`src/design/dlcf_pkg.sv`:
```
// shared types, codes and sizes of the diff line classifier
package dlcf_pkg;

  // usable part of a line is LINE_PREFIX_BYTES-1 bytes
  localparam int LINE_PREFIX_BYTES = 16;
  localparam int CNT_W             = $clog2(LINE_PREFIX_BYTES);
  localparam int PREFIX_DEPTH      = 7;
  localparam int PFX_IDX_W         = $clog2(PREFIX_DEPTH);
  localparam int NUM_START_POS     = 4;

  localparam int LEVEL_W = 14;
  localparam logic [LEVEL_W-1:0] LEVEL_BASE   = 14'h0400;
  localparam logic [LEVEL_W-1:0] LEVEL_HEADER = 14'h2000;
  localparam logic [LEVEL_W-1:0] LEVEL_NUMBER = 14'h0FFF;
  localparam logic [LEVEL_W-1:0] LEVEL_RESET  = 14'h0400;

  localparam int Q_DEPTH = 2;
  localparam int Q_PTR_W = $clog2(Q_DEPTH);
  localparam int Q_CNT_W = $clog2(Q_DEPTH + 1);

  localparam int CFG_INDEX_W = 1;
  localparam logic [CFG_INDEX_W-1:0] CFG_FOLD_ENABLE = 1'b0;
  localparam logic [CFG_INDEX_W-1:0] CFG_START_LEVEL = 1'b1;

  typedef enum logic [3:0] {
    CLS_DEFAULT      = 4'd0,
    CLS_COMMENT      = 4'd1,
    CLS_COMMAND      = 4'd2,
    CLS_HEADER       = 4'd3,
    CLS_POSITION     = 4'd4,
    CLS_DELETED      = 4'd5,
    CLS_ADDED        = 4'd6,
    CLS_CHANGED      = 4'd7,
    CLS_PATCH_ADD    = 4'd8,
    CLS_PATCH_DEL    = 4'd9,
    CLS_RM_PATCH_ADD = 4'd10,
    CLS_RM_PATCH_DEL = 4'd11
  } line_class_t;

  // one classified line travelling from front to back
  typedef struct packed {
    line_class_t cls;
    logic        pos_header;  // position line not starting with '-'
  } line_item_t;

endpackage

```
`src/design/dlcf_front.sv`:
```
// byte scanner and line classifier
module dlcf_front
  import dlcf_pkg::*;
(
  input  logic       clk,
  input  logic       rst_n,
  input  logic       in_valid,
  input  logic       in_ready,
  input  logic [7:0] in_ch,
  input  logic       in_last_of_line,
  input  logic       in_empty_line,
  output logic       push,
  output line_item_t push_item
);

  typedef enum logic [1:0] {
    NUM_SKIP,
    NUM_SIGN,
    NUM_DIGITS,
    NUM_DONE
  } num_phase_t;

  logic [CNT_W-1:0]                cnt_r, cnt_nxt;
  logic [PREFIX_DEPTH-1:0][7:0]    pfx_r, pfx_nxt;
  logic                            slash_r, slash_nxt;
  logic                            zero_r, zero_nxt;
  num_phase_t                      phase_r, phase_nxt;
  logic                            nonzero_r, nonzero_nxt;
  logic                            accept;
  logic                            line_end;
  logic                            ch_digit;
  logic                            ch_blank;

  function automatic logic is_digit(input logic [7:0] c);
    is_digit = (c >= "0") && (c <= "9");
  endfunction

  function automatic line_class_t classify(input logic [PREFIX_DEPTH-1:0][7:0] p,
                                           input logic numbered);
    logic [7:0] b0;
    logic [7:0] b3;
    b0 = p[0];
    b3 = p[3];
    priority if ({p[0], p[1], p[2], p[3], p[4]} == "diff ") classify = CLS_COMMAND;
    else if ({p[0], p[1], p[2], p[3], p[4], p[5], p[6]} == "Index: ")
      classify = CLS_COMMAND;
    else if ({p[0], p[1], p[2]} == "---" && b3 != "-") begin
      priority if (b3 == " " && numbered) classify = CLS_POSITION;
      else if (b3 == 8'h0D || b3 == 8'h0A) classify = CLS_POSITION;
      else if (b3 == " ") classify = CLS_HEADER;
      else classify = CLS_DELETED;
    end
    else if ({p[0], p[1], p[2], p[3]} == "+++ ")
      classify = numbered ? CLS_POSITION : CLS_HEADER;
    else if ({p[0], p[1], p[2], p[3]} == "====") classify = CLS_HEADER;
    else if ({p[0], p[1], p[2]} == "***") begin
      priority if (b3 == " " && numbered) classify = CLS_POSITION;
      else if (b3 == "*") classify = CLS_POSITION;
      else classify = CLS_HEADER;
    end
    else if ({p[0], p[1]} == "? ") classify = CLS_HEADER;
    else if (b0 == "@") classify = CLS_POSITION;
    else if (is_digit(b0)) classify = CLS_POSITION;
    else if ({p[0], p[1]} == "++") classify = CLS_PATCH_ADD;
    else if ({p[0], p[1]} == "+-") classify = CLS_PATCH_DEL;
    else if ({p[0], p[1]} == "-+") classify = CLS_RM_PATCH_ADD;
    else if ({p[0], p[1]} == "--") classify = CLS_RM_PATCH_DEL;
    else if (b0 == "-" || b0 == "<") classify = CLS_DELETED;
    else if (b0 == "+" || b0 == ">") classify = CLS_ADDED;
    else if (b0 == "!") classify = CLS_CHANGED;
    else if (b0 != " ") classify = CLS_COMMENT;
    else classify = CLS_DEFAULT;
  endfunction

  assign accept   = in_valid && in_ready;
  assign line_end = accept && (in_last_of_line || in_empty_line);
  assign ch_digit = is_digit(in_ch);
  assign ch_blank = (in_ch == " ") || (in_ch >= 8'd9 && in_ch <= 8'd13);

  always_comb begin
    cnt_nxt     = cnt_r;
    pfx_nxt     = pfx_r;
    slash_nxt   = slash_r;
    zero_nxt    = zero_r;
    phase_nxt   = phase_r;
    nonzero_nxt = nonzero_r;
    if (!in_empty_line && !zero_r && cnt_r < CNT_W'(LINE_PREFIX_BYTES - 1)) begin
      if (in_ch == 8'd0) begin
        zero_nxt = 1'b1;
      end else begin
        cnt_nxt = cnt_r + 1'b1;
        if (cnt_r < CNT_W'(PREFIX_DEPTH)) begin
          pfx_nxt[cnt_r[PFX_IDX_W-1:0]] = in_ch;
        end
        if (in_ch == "/") begin
          slash_nxt = 1'b1;
        end
        if (cnt_r >= CNT_W'(NUM_START_POS)) begin
          unique case (phase_r)
            NUM_SKIP: begin
              priority if (ch_blank) phase_nxt = NUM_SKIP;
              else if (in_ch == "+" || in_ch == "-") phase_nxt = NUM_SIGN;
              else if (ch_digit) begin
                phase_nxt = NUM_DIGITS;
                if (in_ch != "0") nonzero_nxt = 1'b1;
              end
              else phase_nxt = NUM_DONE;
            end
            NUM_SIGN, NUM_DIGITS: begin
              if (ch_digit) begin
                phase_nxt = NUM_DIGITS;
                if (in_ch != "0") nonzero_nxt = 1'b1;
              end else begin
                phase_nxt = NUM_DONE;
              end
            end
            NUM_DONE: phase_nxt = NUM_DONE;
          endcase
        end
      end
    end
  end

  // classify from the state including the line's final byte
  always_comb begin
    push                 = line_end;
    push_item.cls        = classify(pfx_nxt, nonzero_nxt && !slash_nxt);
    push_item.pos_header = (push_item.cls == CLS_POSITION) && (pfx_nxt[0] != "-");
  end

  always_ff @(posedge clk) begin
    if (!rst_n || line_end) begin
      cnt_r     <= '0;
      pfx_r     <= '0;
      slash_r   <= 1'b0;
      zero_r    <= 1'b0;
      phase_r   <= NUM_SKIP;
      nonzero_r <= 1'b0;
    end else if (accept) begin
      cnt_r     <= cnt_nxt;
      pfx_r     <= pfx_nxt;
      slash_r   <= slash_nxt;
      zero_r    <= zero_nxt;
      phase_r   <= phase_nxt;
      nonzero_r <= nonzero_nxt;
    end
  end

endmodule

```
`src/design/dlcf_queue.sv`:
```
// short queue of classified lines between front and back
module dlcf_queue
  import dlcf_pkg::*;
(
  input  logic       clk,
  input  logic       rst_n,
  input  logic       push,
  input  line_item_t push_item,
  output logic       full,
  output logic       q_valid,
  output line_item_t q_item,
  input  logic       pop
);

  line_item_t           mem_r [Q_DEPTH];
  logic [Q_PTR_W-1:0]   wr_ptr_r;
  logic [Q_PTR_W-1:0]   rd_ptr_r;
  logic [Q_CNT_W-1:0]   cnt_r;
  logic                 do_push;
  logic                 do_pop;

  assign full    = (cnt_r == Q_CNT_W'(Q_DEPTH));
  assign q_valid = (cnt_r != '0);
  assign q_item  = mem_r[rd_ptr_r];
  assign do_push = push && !full;
  assign do_pop  = pop && q_valid;

  always_ff @(posedge clk) begin
    if (do_push) begin
      mem_r[wr_ptr_r] <= push_item;
    end
  end

  always_ff @(posedge clk) begin
    if (!rst_n) begin
      wr_ptr_r <= '0;
      rd_ptr_r <= '0;
      cnt_r    <= '0;
    end else begin
      if (do_push) begin
        wr_ptr_r <= (wr_ptr_r == Q_PTR_W'(Q_DEPTH - 1)) ? '0 : wr_ptr_r + 1'b1;
      end
      if (do_pop) begin
        rd_ptr_r <= (rd_ptr_r == Q_PTR_W'(Q_DEPTH - 1)) ? '0 : rd_ptr_r + 1'b1;
      end
      unique case ({do_push, do_pop})
        2'b10:   cnt_r <= cnt_r + 1'b1;
        2'b01:   cnt_r <= cnt_r - 1'b1;
        default: cnt_r <= cnt_r;
      endcase
    end
  end

endmodule

```
`src/design/dlcf_back.sv`:
```
// fold level tracker, configuration registers and result register
module dlcf_back
  import dlcf_pkg::*;
(
  input  logic                   clk,
  input  logic                   rst_n,
  input  logic                   cfg_valid,
  input  logic [CFG_INDEX_W-1:0] cfg_index,
  input  logic [LEVEL_W-1:0]     cfg_data,
  input  logic                   q_valid,
  input  line_item_t             q_item,
  output logic                   pop,
  output logic                   out_valid,
  input  logic                   out_ready,
  output logic [3:0]             out_line_class,
  output logic [LEVEL_W-1:0]     out_fold_level,
  output logic                   out_fold_valid,
  output logic                   out_fix_previous,
  output logic [LEVEL_W-1:0]     out_previous_level
);

  logic               fold_en_r;
  logic [LEVEL_W-1:0] last_level_r;
  logic [LEVEL_W-1:0] next_level;
  logic               fix_prev;
  logic               out_valid_r;
  logic [3:0]         cls_r;
  logic [LEVEL_W-1:0] level_r;
  logic               fold_valid_r;
  logic               fix_r;
  logic [LEVEL_W-1:0] prev_level_r;

  assign pop = q_valid && (!out_valid_r || out_ready);

  always_comb begin
    priority if (q_item.cls == CLS_COMMAND) next_level = LEVEL_BASE | LEVEL_HEADER;
    else if (q_item.cls == CLS_HEADER) next_level = (LEVEL_BASE + 14'd1) | LEVEL_HEADER;
    else if (q_item.pos_header) next_level = (LEVEL_BASE + 14'd2) | LEVEL_HEADER;
    else if ((last_level_r & LEVEL_HEADER) != '0)
      next_level = (last_level_r & LEVEL_NUMBER) + 14'd1;
    else next_level = last_level_r;
    fix_prev = ((next_level & LEVEL_HEADER) != '0) && (next_level == last_level_r);
  end

  always_ff @(posedge clk) begin
    if (!rst_n) begin
      fold_en_r    <= 1'b0;
      last_level_r <= LEVEL_RESET;
      out_valid_r  <= 1'b0;
    end else begin
      if (cfg_valid) begin
        unique case (cfg_index)
          CFG_FOLD_ENABLE: fold_en_r    <= cfg_data[0];
          CFG_START_LEVEL: last_level_r <= cfg_data;
        endcase
      end
      if (pop) begin
        out_valid_r <= 1'b1;
        if (fold_en_r) begin
          last_level_r <= next_level;
        end
      end else if (out_ready) begin
        out_valid_r <= 1'b0;
      end
    end
  end

  always_ff @(posedge clk) begin
    if (pop) begin
      cls_r        <= q_item.cls;
      fold_valid_r <= fold_en_r;
      level_r      <= fold_en_r ? next_level : '0;
      fix_r        <= fold_en_r && fix_prev;
      prev_level_r <= (fold_en_r && fix_prev) ? (last_level_r & ~LEVEL_HEADER) : '0;
    end
  end

  assign out_valid          = out_valid_r;
  assign out_line_class     = cls_r;
  assign out_fold_level     = level_r;
  assign out_fold_valid     = fold_valid_r;
  assign out_fix_previous   = fix_r;
  assign out_previous_level = prev_level_r;

endmodule

```
`src/design/diff_line_classifier_folder.sv`:
```
// top level of the diff line classifier with fold levels
//
//  channel | ports                                            | request moves
//  --------+--------------------------------------------------+--------------------------
//  in      | in_valid in_ready in_ch in_last_of_line          | one byte of a line
//          | in_empty_line                                    |
//  out     | out_valid out_ready out_line_class out_fold_*    | one result per line end
//          | out_fix_previous out_previous_level              |
//  cfg     | cfg_valid cfg_ready cfg_index cfg_data           | one register write
//
//  one byte per cycle sustained while in_ready is high; a line end's result is registered
//  on its way out, first into the queue, then into the result register
//  the back part updates its last fold level on each pop, so lines follow back to back
//  a stalled result leaves room for two more lines in the queue before in_ready drops
//  reset (rst_n low, synchronous) clears line state, queue, result valid and registers
//  cfg_ready is always high; writes are meant for an idle block
module diff_line_classifier_folder
  import dlcf_pkg::*;
(
  input  logic                   clk,
  input  logic                   rst_n,
  input  logic                   in_valid,
  output logic                   in_ready,
  input  logic [7:0]             in_ch,
  input  logic                   in_last_of_line,
  input  logic                   in_empty_line,
  output logic                   out_valid,
  input  logic                   out_ready,
  output logic [3:0]             out_line_class,
  output logic [LEVEL_W-1:0]     out_fold_level,
  output logic                   out_fold_valid,
  output logic                   out_fix_previous,
  output logic [LEVEL_W-1:0]     out_previous_level,
  input  logic                   cfg_valid,
  output logic                   cfg_ready,
  input  logic [CFG_INDEX_W-1:0] cfg_index,
  input  logic [LEVEL_W-1:0]     cfg_data
);

  logic       push;
  line_item_t push_item;
  logic       q_full;
  logic       q_valid;
  line_item_t q_item;
  logic       pop;

  // bytes are taken whenever the queue has room for a finished line
  assign in_ready  = !q_full;
  assign cfg_ready = 1'b1;

  // front: per-byte flags, prefix capture, number scan, class at line end
  dlcf_front u_front (
    .clk             (clk),
    .rst_n           (rst_n),
    .in_valid        (in_valid),
    .in_ready        (in_ready),
    .in_ch           (in_ch),
    .in_last_of_line (in_last_of_line),
    .in_empty_line   (in_empty_line),
    .push            (push),
    .push_item       (push_item)
  );

  // queue decouples classifier from the result side
  dlcf_queue u_queue (
    .clk       (clk),
    .rst_n     (rst_n),
    .push      (push),
    .push_item (push_item),
    .full      (q_full),
    .q_valid   (q_valid),
    .q_item    (q_item),
    .pop       (pop)
  );

  // back: fold level from class and previous level, result register
  dlcf_back u_back (
    .clk                (clk),
    .rst_n              (rst_n),
    .cfg_valid          (cfg_valid),
    .cfg_index          (cfg_index),
    .cfg_data           (cfg_data),
    .q_valid            (q_valid),
    .q_item             (q_item),
    .pop                (pop),
    .out_valid          (out_valid),
    .out_ready          (out_ready),
    .out_line_class     (out_line_class),
    .out_fold_level     (out_fold_level),
    .out_fold_valid     (out_fold_valid),
    .out_fix_previous   (out_fix_previous),
    .out_previous_level (out_previous_level)
  );

endmodule

```
`config.mk`:
```
export PLATFORM = sky130hd
export DESIGN_NAME = diff_line_classifier_folder
export DESIGN_NICKNAME = d
export VERILOG_FILES = /design/src/design/dlcf_pkg.sv /design/src/design/dlcf_front.sv /design/src/design/dlcf_queue.sv /design/src/design/dlcf_back.sv /design/src/design/diff_line_classifier_folder.sv
export SDC_FILE = /design/constraint.sdc
export NUM_CORES = 1
export LEC_CHECK = 0
export BUFFER_PORTS_ARGS = -buffer_cell sky130_fd_sc_hd__buf_2
export CORE_UTILIZATION = 55
export DETAILED_ROUTE_END_ITERATION = 10
export HOLD_SLACK_MARGIN = 0.03
export PLACE_DENSITY = 0.77
export SYNTH_ARGS = -nofsm -noshare
export SYNTH_HDL_FRONTEND = slang
export SYNTH_SLANG_ARGS = --single-unit
export TNS_END_PERCENT = 10
```
`constraint.sdc`:
```
create_clock -name clk -period 3.9 [get_ports clk]
set_input_delay 0.78 -clock clk [delete_from_list [all_inputs] [get_ports clk]]
set_output_delay 0.78 -clock clk [all_outputs]
set_load 0.02 [all_outputs]
```
* Word-level counts from Yosys, hierarchy flattened
Memory sizes are Yosys's and may differ from the RTL's. A register that Yosys moved wholly into a read port is not among the register bits. Cells that the tools add are included.
Word-level totals: output and inout port bits 37, bits of input ports 30, RAM bits 10, bits in registers 119, memories 1, word-level logic and storage cells 185
Memory list:
- u_queue.mem_r | depth 2, width 5, read ports 1, clocked after Yosys merged registers in 1, write ports 1, line dlcf_queue.sv:15 | line_item_t mem_r [Q_DEPTH];
Cells by class: reductions and logical operators 41, equality and inequality tests 39, muxes and demuxes 61, $add $sub $neg 6, order comparisons 11, bitwise operators 2
Operators with widths (count):
- 56-bit two-way mux | 3
- 14-bit two-way mux | 8
- 8-bit by 6-bit equality test with 1-bit output, second input constant | 11
- 16-bit by 14-bit equality test with 1-bit output, second input constant | 5
- 4-bit two-way mux | 19
- 32-bit by 30-bit equality test with 1-bit output, second input constant | 2
- 56-bit bitwise mux | 1
- 56-bit by 55-bit equality test with 1-bit output, second input constant | 1
- 24-bit by 22-bit equality test with 1-bit output, second input constant | 2
- 40-bit by 39-bit equality test with 1-bit output, second input constant | 1
- 8-bit by 6-bit inequality test with 1-bit output, second input constant | 4
- 8-bit demux with 3-bit select | 1
- 1-bit two-way mux | 20
- 1-bit logical AND | 17
- 8-bit by 4-bit equality test with 1-bit output, second input constant | 2
- 8-bit by 6-bit greater-or-equal comparator with 1-bit output, second input constant | 2
- 8-bit by 6-bit less-or-equal comparator with 1-bit output, second input constant | 2
- 14-bit equality test | 1
- 12-bit by 1-bit adder with 13-bit output, second input constant | 1
- 3-bit two-way mux | 3
- 2-bit equality test, second input constant | 4
- 4-bit by 2-bit equality test with 1-bit output, second input constant | 2
- 8-bit by 7-bit equality test with 1-bit output, second input constant | 1
- 8-bit by 4-bit greater-or-equal comparator with 1-bit output, second input constant | 1
- 27 further kinds | 46

* Depth between registers and ports, before layout
Gate-level depths: netlist (run 1).
word-level depth 28, depth in mapped cells 11, depth with buffers taken out 9

* Cells and area by module
From an unflattened synthesis (run 1), not the netlist that was laid out.
Second synthesis, totals: cell total of the unflattened synthesis 809, area total of the unflattened synthesis 7249.5 um^2
By module, submodules not included:
- dlcf_front | area an instance 4354.2 um^2, cells an instance 559, instances 1, seq. area each 1301.2 um^2
- dlcf_back | area an instance 2284.7 um^2, cells an instance 206, instances 1, seq. area each 1311.3 um^2
- dlcf_queue | area an instance 595.6 um^2, cells an instance 41, instances 1, seq. area each 400.4 um^2
- diff_line_classifier_folder | area an instance 15.0 um^2, cells an instance 3, instances 1, seq. area each 0.0 um^2

* Worst setup path after synthesis (run 1)
Ideal clock, no wire load.
path type input to register, from in out_ready, to reg u_back.last_level_r[10], library setup time 0.138 ns, buffers on the path 0, stages on the path 6, data required time 3.762 ns, data arrival time 3.484 ns, setup slack 0.278 ns, cells stage by stage nor2b_1 nor2_1 nand2_1 or3_1 a21oi_1 o21ai_0
On the way: longest elaborated chain between the ends 3
RTL lines:
- start, declared | line diff_line_classifier_folder.sv:28 | input logic out_ready,
- 1-bit logical OR | line dlcf_back.sv:33 | assign pop = q_valid && (!out_valid_r || out_ready);
- 1-bit logical AND | line dlcf_back.sv:33
- named net pop | line diff_line_classifier_folder.sv:45 | logic pop;
- 14-bit two-way mux | line dlcf_back.sv:57 | if (pop) begin
- end signal, assigned | line dlcf_back.sv:54 | CFG_START_LEVEL: last_level_r <= cfg_data;
- end signal, assigned | line dlcf_back.sv:60 | last_level_r <= next_level;
- end, declared | line dlcf_back.sv:23 | logic [LEVEL_W-1:0] last_level_r;
The timed path passes the listed nets, and every way through them passes these cells. A chain may end at the register's enable or synchronous reset.

==> results of run 1 <==
metrics by stage:
stage          instance area (um2)  hold slack [ps]
2_1_floorplan                 7160              440
3_3_place_gp                  7790              448
3_5_place_dp                  7790              458
4_1_cts                       8310              466
5_1_grt                       8310              498
6_report                      8310              463
registers in the layout (all words and copies together), names as in the netlist, named ones only:
name	flops
u_front.pfx_r	56
u_back.last_level_r	14
u_back.out_fold_level	14
u_back.out_previous_level	13
u_queue.mem_r	10
u_back.out_line_class	4
u_front.cnt_r	4
u_front.phase_r	2
u_queue.cnt_r	2
u_back.fold_en_r	1
u_back.out_fix_previous	1
u_back.out_fold_valid	1
u_back.out_valid	1
u_front.nonzero_r	1
u_front.slash_r	1
u_front.zero_r	1
u_queue.rd_ptr_r	1
u_queue.wr_ptr_r	1
kinds of logic (layout without fill, tap and decap cells):
family                   count (synthesis)  in the layout  synth area share
AND/OR/NAND/NOR                        384            384             0.282
AO/OA/AOI/OAI                          136            136             0.131
flip-flops                             129            129             0.423
multiplexers                            63             63            0.0903
buffers and inverters                   58            145            0.0348
XOR/XNOR                                24             24            0.0295
adder cells (fa/ha/maj)                  5              5           0.00878
other                                    2             12           0.00105
area by class of cell:
class,instances,area share
inverter,11,0.00497
timing repair buffer,102,0.0729
multi-input combinational,624,0.471
sequential,129,0.363
clock inverter,13,0.0110
tap,172,0.0259
clock buffer,19,0.0521
Yosys cell counts (all sizes together), types with 3 or more instances:
master,number
a211o,4
a211oi,7
a21oi,45
a221oi,6
a22oi,5
a31oi,3
and2,14
and3,8
buf,14
clkbuf,33
dfxtp,86
edfxtp,43
ha,5
inv,11
mux2,7
mux2i,56
nand2,104
nand2b,12
nand3,29
nand3b,6
nand4,11
nand4b,7
nor2,80
nor2b,16
nor3,27
nor3b,6
nor4,17
nor4b,5
nor4bb,3
o2111ai,3
o211a,7
o211ai,5
o21ai,21
o22ai,5
o32ai,3
o41ai,3
or2,5
or3,8
or4,14
or4b,5
xnor2,12
xor2,12
power groups by stage:
stage	logic [mW]	clock network [mW]	registers, mW
floorplan	0.419	0	1.88
global placement	0.849	0	1.71
detailed placement	0.868	0	1.72
CTS	0.872	1.43	1.69
global route	0.951	1.48	1.72
finish	0.873	1.41	1.69
routing by layer:
layer | GRT usage | vias up | part of all wire
li1 | - | 3103 | -
met5 | 0 | - | 0
met3 | 0.0696 | 61 | 0.071
met1 | 0.420 | 3063 | 0.42
met2 | 0.517 | 282 | 0.47
met4 | 0.160 | 0 | 0.041
worst max-delay path: stages:
cell and delay [ps]:
buf_2 170, or4_1 590, o211ai_1 240, buf_4 180, and3_1 190, o221ai_1 150
or4_1 450, o32a_1 380, and4_4 200, o21ba_1 180
worst paths after layout:
path | start | to | slack [ps] | depth (start not counted)
worst min-delay path | u_front.pfx_r[13] | u_front.pfx_r[13] | 460 | 2
worst max-delay path | in_ch[6] | u_queue.mem_r[0][0] | 550 | 10
worst min register to register | u_front.pfx_r[13] | u_front.pfx_r[13] | 460 | 2
worst max register to register | u_front.cnt_r[2] | u_queue.mem_r[0][0] | 630 | 8
==> summary.md, run 1 <==
| Metric | Value |
|---|---|
| WP data required | 4080 ps |
| Grt total ovfl | 0 |
| Gr usage total | 0.325 |
| Status | completed |
| Pre-antenna DRT Iters | 7 |
| RSZ-0062 raised after global routing | false |
| Power Total | 3.97 mW |
| Die area | about 0.013 mm2 |
| RD Place Congestion | a little under 1 |
| Endpoints failing setup | 0 |
| Vias in the first global route | 6,009 |
| Row count | 41 |
| Initial drt markers | 568 |
| Clock Skews | between 8 and 9 ps |
| Pin count of the biggest net entering global routing | 66 |
| Maximum root-to-sink buffer count | 2 |
| Die X | between 100 and 150 um |
| DIE HEIGHT | approximately 120 um |
| CTS root buf | clkbuf_16 |
| Yosys cell types | between 70 and 80 |
| Internal power consumption | 2.70 mW |
| Psw | approximately 1.3 mW |
| Non-Filler Instances | approximately 1,100 |
| Synth async-reset ratio | 0 |
| # Post-CTS Setup Buffers | 0 |
| Cell area after synthesis | 0.00712 mm2 |
| Critical Path AT | around 3500 ps |
| Final hold vios | 0 |
| Worst rel slew slack | 0.434 |
| Final core occ | 0.659 |
| Final WL | slightly above 20,000 um |
| Multi-input gate area | a little under 0.004 mm2 |
| Drt wl/cell | between 15 and 20 um |
| First-pass GRT wire length | between 30,000 and 40,000 um |
| Endpoint class of the critical path | register |
| H-tree Lvls | 4 |
| Maxcap violations | 0 |
| Post-route setup slack | roughly 550 ps |
| Post-CTS resize count | 0 |
| DR DRC count | 0 |
| Sw frac | 0.320 |
| Sequential power share | 0.426 |
| Post-DP HPWL | 15,300 um |
| Pwr dens | 478 mW/mm2 |
| Initial antenna violation count | 0 |
| Core footprint | 0.0126 mm2 |
| Crit path max fanout | 12 |
| Post-synth top area share | 0.242 |
| Via density | around 6 |
| Main flop type after synthesis | dfxtp_1 |
| Top post-synthesis cells by area | dfxtp_1 (24%), edfxtp_1 (18%), mux2i_1 (7.9%), nand2_1 (5.5%), nor2_1 (4.2%) |
| Max Slew Vio Count | 0 |
| Clock share of power | 0.354 |
| Clk_lat worst skew | roughly 430 ps |
| Sequential area share after synthesis | 0.423 |
| Fill count | a little over 1,000 |
| Least-Margin Pin Slew | between 800 and 900 ps |
| Pre-CTS setup slack | ~120 ps |
| Maximum VDD drop | 445 uV |
| Share of cells above drive strength 1 | 0.175 |
| Reg area | 0.00301 mm2 |
| # IOs | 67 |
| Routed Antenna Nets | 0 |
| Hold_buf cts | 0 |
| Gate Count Post-Synth | 801 |
| Port bufs | 64 |
| Antenna diodes | 0 |
| Min-delay worst type | reg2reg |
| YS warnings | 0 |
| Min Tclk post-route | between 3000 and 4000 ps |
| Max Freq | between 200 and 300 MHz |
| Most frequent cells in the layout | nand2_1 (103), dfxtp_1 (86), nor2_1 (79) |
| DP Cell Count | about 1,000 |
| Commonest non-fill, non-tap cell in the layout | nand2_1 |
| Via Count | 6,509 |
| Post-route clock period utilization | 0.858 |
| Starting Density | 0.565 |
| Number of CTS-inserted buffers | 17 |
| Synth Register Bits | between 100 and 150 |
| Leak pwr | between 3 and 4 nW |
| CP Class | in2reg |
| CP Launch Type | input pin |
| Syn avg cell area | 8.89 um2 |
| Nets | slightly above 900 |
| Combinational group share of total power | 0.220 |
| CTS tree | yes |
| Area Growth Syn to Fin | 16.6% |
| EDFF count, synth | 43 |
| Worst-path clk slew | ~60 ps |
| Area leader, netlist | dfxtp_1 |
| Clock sinks | approximately 130 |
| Post-Route Setup TNS | 0 ps |
(Power assumes the default switching activity.)
==> inputs of run 2 (changes only) <==
- clock period: 3.9 -> 3.95 ns (I/O delays scaled with it)
==> summary.md, run 2 (synthesized netlist as in run 1, its figures left out) <==
| Metric | Value |
|---|---|
| Status | completed |
| Maximum VDD drop | 269 uV (-40%) |
| Largest Register | u_front.pfx_r |
| Hold Path Origin | u_front.pfx_r[15] |
| CP Cell Sequence | buf_2 -> or4_1 -> o211ai_1 -> and3_1 -> o221ai_1 -> or4_1 -> o32a_1 -> and4_4 -> o21ba_1 |
| Endpoints failing setup | 0 (unchanged) |
| Starting Density | 0.565 (unchanged) |
| Post-DP HPWL | 15,100 um (-1.3%) |
| Clock Skews | 6.66 ps (-1.58 ps) |
| Min Tclk post-route | 3530 ps |
| CP Class | in2reg |
| Hold Crit Depth | 2 (unchanged) |
| # IOs | 67 (unchanged) |
| Most frequent cells in the layout | nand2_1 (103), dfxtp_1 (86), nor2_1 (79) |
| Die X | 116 um (unchanged) |
| Worst-path clk slew | 60 ps (about the same) |
| Max Freq | between 200 and 300 MHz |
| DR DRC count | 0 (unchanged) |
| Vias in the first global route | 6,190 (+3.0%) |
| Maxcap violations | 0 (unchanged) |
| First-pass GRT wire length | 32,900 um (+1.4%) |
| Initial drt markers | 711 (+25%) |
| Crit path max fanout | 5 (-7) |
| Port bufs | 64 (unchanged) |
| Pwr dens | 518 mW/mm2 (+8.3%) |
| Number of CTS-inserted buffers | 17 (unchanged) |
| Clock sinks | 129 (unchanged) |
| Post-CTS resize count | 0 (unchanged) |
| CTS root buf | clkbuf_16 |
| RSZ-0062 raised after global routing | false |
| RD Place Congestion | 1.02 (+4.4%) |
| Leak pwr | 3.10 nW (+0.73%) |
| Worst rel slew slack | 0.393 (-0.0413) |
| CP Launch Type | input pin |
| Row count | 41 (unchanged) |
| Min-delay worst type | reg2reg |
| Gr usage total | 0.328 (+0.00240) |
| Post-Route Setup TNS | 0 ps (unchanged) |
| Final hold vios | 0 (unchanged) |
| FF-to-FF Start | u_front.cnt_r[2] |
| Share of cells above drive strength 1 | 0.167 (-0.00798) |
| Reg2reg path depth | 8 (unchanged) |
| Largest stage delay, worst path | 610 ps (+20 ps) |
| Power Total | 4.34 mW (+9.3%) |
| R2R Path End | u_queue.mem_r[1][0] |
| Slowest CP cell | or4_1 |
| Pin count of the biggest net entering global routing | 66 (unchanged) |
| Drt wl/cell | 19.8 um (+2.5%) |
| WP data required | 4120 ps (+40 ps) |
| Core footprint | 0.0126 mm2 (unchanged) |
| WL met2 | 10,100 um (+5.3%) |
| Hold endpoint | u_front.pfx_r[15] |
| Grt total ovfl | 0 (unchanged) |
| Max Slew Vio Count | 0 (unchanged) |
| Maximum root-to-sink buffer count | 2 (unchanged) |
| Via density | 6.14 (+0.99%) |
| Initial antenna violation count | 0 (unchanged) |
| Via Count | 6,506 (-0.046%) |
| Hold_buf cts | 0 (unchanged) |
| Antenna diodes | 0 (unchanged) |
| Endpoint class of the critical path | register |
| Commonest non-fill, non-tap cell in the layout | nand2_1 |
| Final WL | 21,000 um (+1.4%) |
| DIE HEIGHT | 116 um (unchanged) |
| Met3 WL | 1320 um (-10%) |
| H-tree Lvls | 4 (unchanged) |
| R2R setup slack | 580 ps (-50 ps) |
| Routed Antenna Nets | 0 (unchanged) |
| CP dominant cell by count | or4_1 |
| Nets | 909 (-1.2%) |
| Least-Margin Pin Slew | 901 ps (+60.1 ps) |
| DR top layer | met4 |
| CTS tree | yes |
| # Post-CTS Setup Buffers | 0 (unchanged) |
| Routed met1 length | 8920 um (+2.1%) |
| Area Growth Syn to Fin | 17.8% |
| Clk_lat worst skew | 420 ps (about the same) |
| Pre-antenna DRT Iters | 5 (-2) |
| Max reg flops | 56 (unchanged) |
| Die area | 0.0134 mm2 (unchanged) |
| Critical Path AT | 3700 ps (+180 ps) |
| Post-route clock period utilization | 0.893 |
[run 2: how the worst max path moves through the flow]
stage	start	end	slack [ps]	cells after the start
after detailed placement	in_ch[1]	u_queue.mem_r[0][0]	40	9
after CTS	in_ch[1]	u_queue.mem_r[1][0]	480	9
after global routing	in_ch[1]	u_queue.mem_r[1][0]	370	9
after global placement	in_ch[7]	u_queue.mem_r[0][0]	230	9
after floorplan	out_ready	u_back.last_level_r[10]	320	6
final	in_ch[1]	u_queue.mem_r[1][0]	420	9
[run 2: report_power, final]
part	switching (mW)	internal (mW)	leakage, nW	total [mW]
Combinational	0.598	0.270	1.67	0.869
Sequential	0.0788	1.59	1.11	1.67
Clock	0.616	1.19	0.332	1.80
Total	1.29	3.05	3.10	4.34
[run 2: cell type report]
cell class | instances | area (um2)
Multi-Input combinational cell | 624 | 3910
Clock inverter | 13 | 221
Tap cell | 172 | 215
Fill cell | 1031 | 4230
Timing Repair Buffer | 91 | 523
Sequential cell | 129 | 3010
Inverter | 11 | 41.3
Clock buffer | 19 | 464
[run 2: critical path: cells and delay by family]
| kind | cells | cell delay, ps |
|---|---|---|
| AO/OA/AOI/OAI | 4 | 1230 |
| buffers and inverters | 1 | 110 |
| AND/OR/NAND/NOR | 4 | 1560 |
[run 2: layer usage]
metal / vias to the layer above / GRT usage
met5: - / 0
met4: 0 / 0.142
met3: 46 / 0.0638
met2: 284 / 0.552
met1: 3088 / 0.409
li1: 3088 / -
[run 2: per-stage QoR]
step                      area (um2)  hold slack, ps  utilization  setup WS [ps]  std cells
final                           8390             473        0.665            424       1059
after global routing            8390             496        0.665            366       1059
after CTS                       8390             473        0.665            480       1059
after detailed placement        7700             465        0.610           42.8       1027
after global placement          7700             458        0.610            233       1027
after floorplan                 7160             440            -            318        811
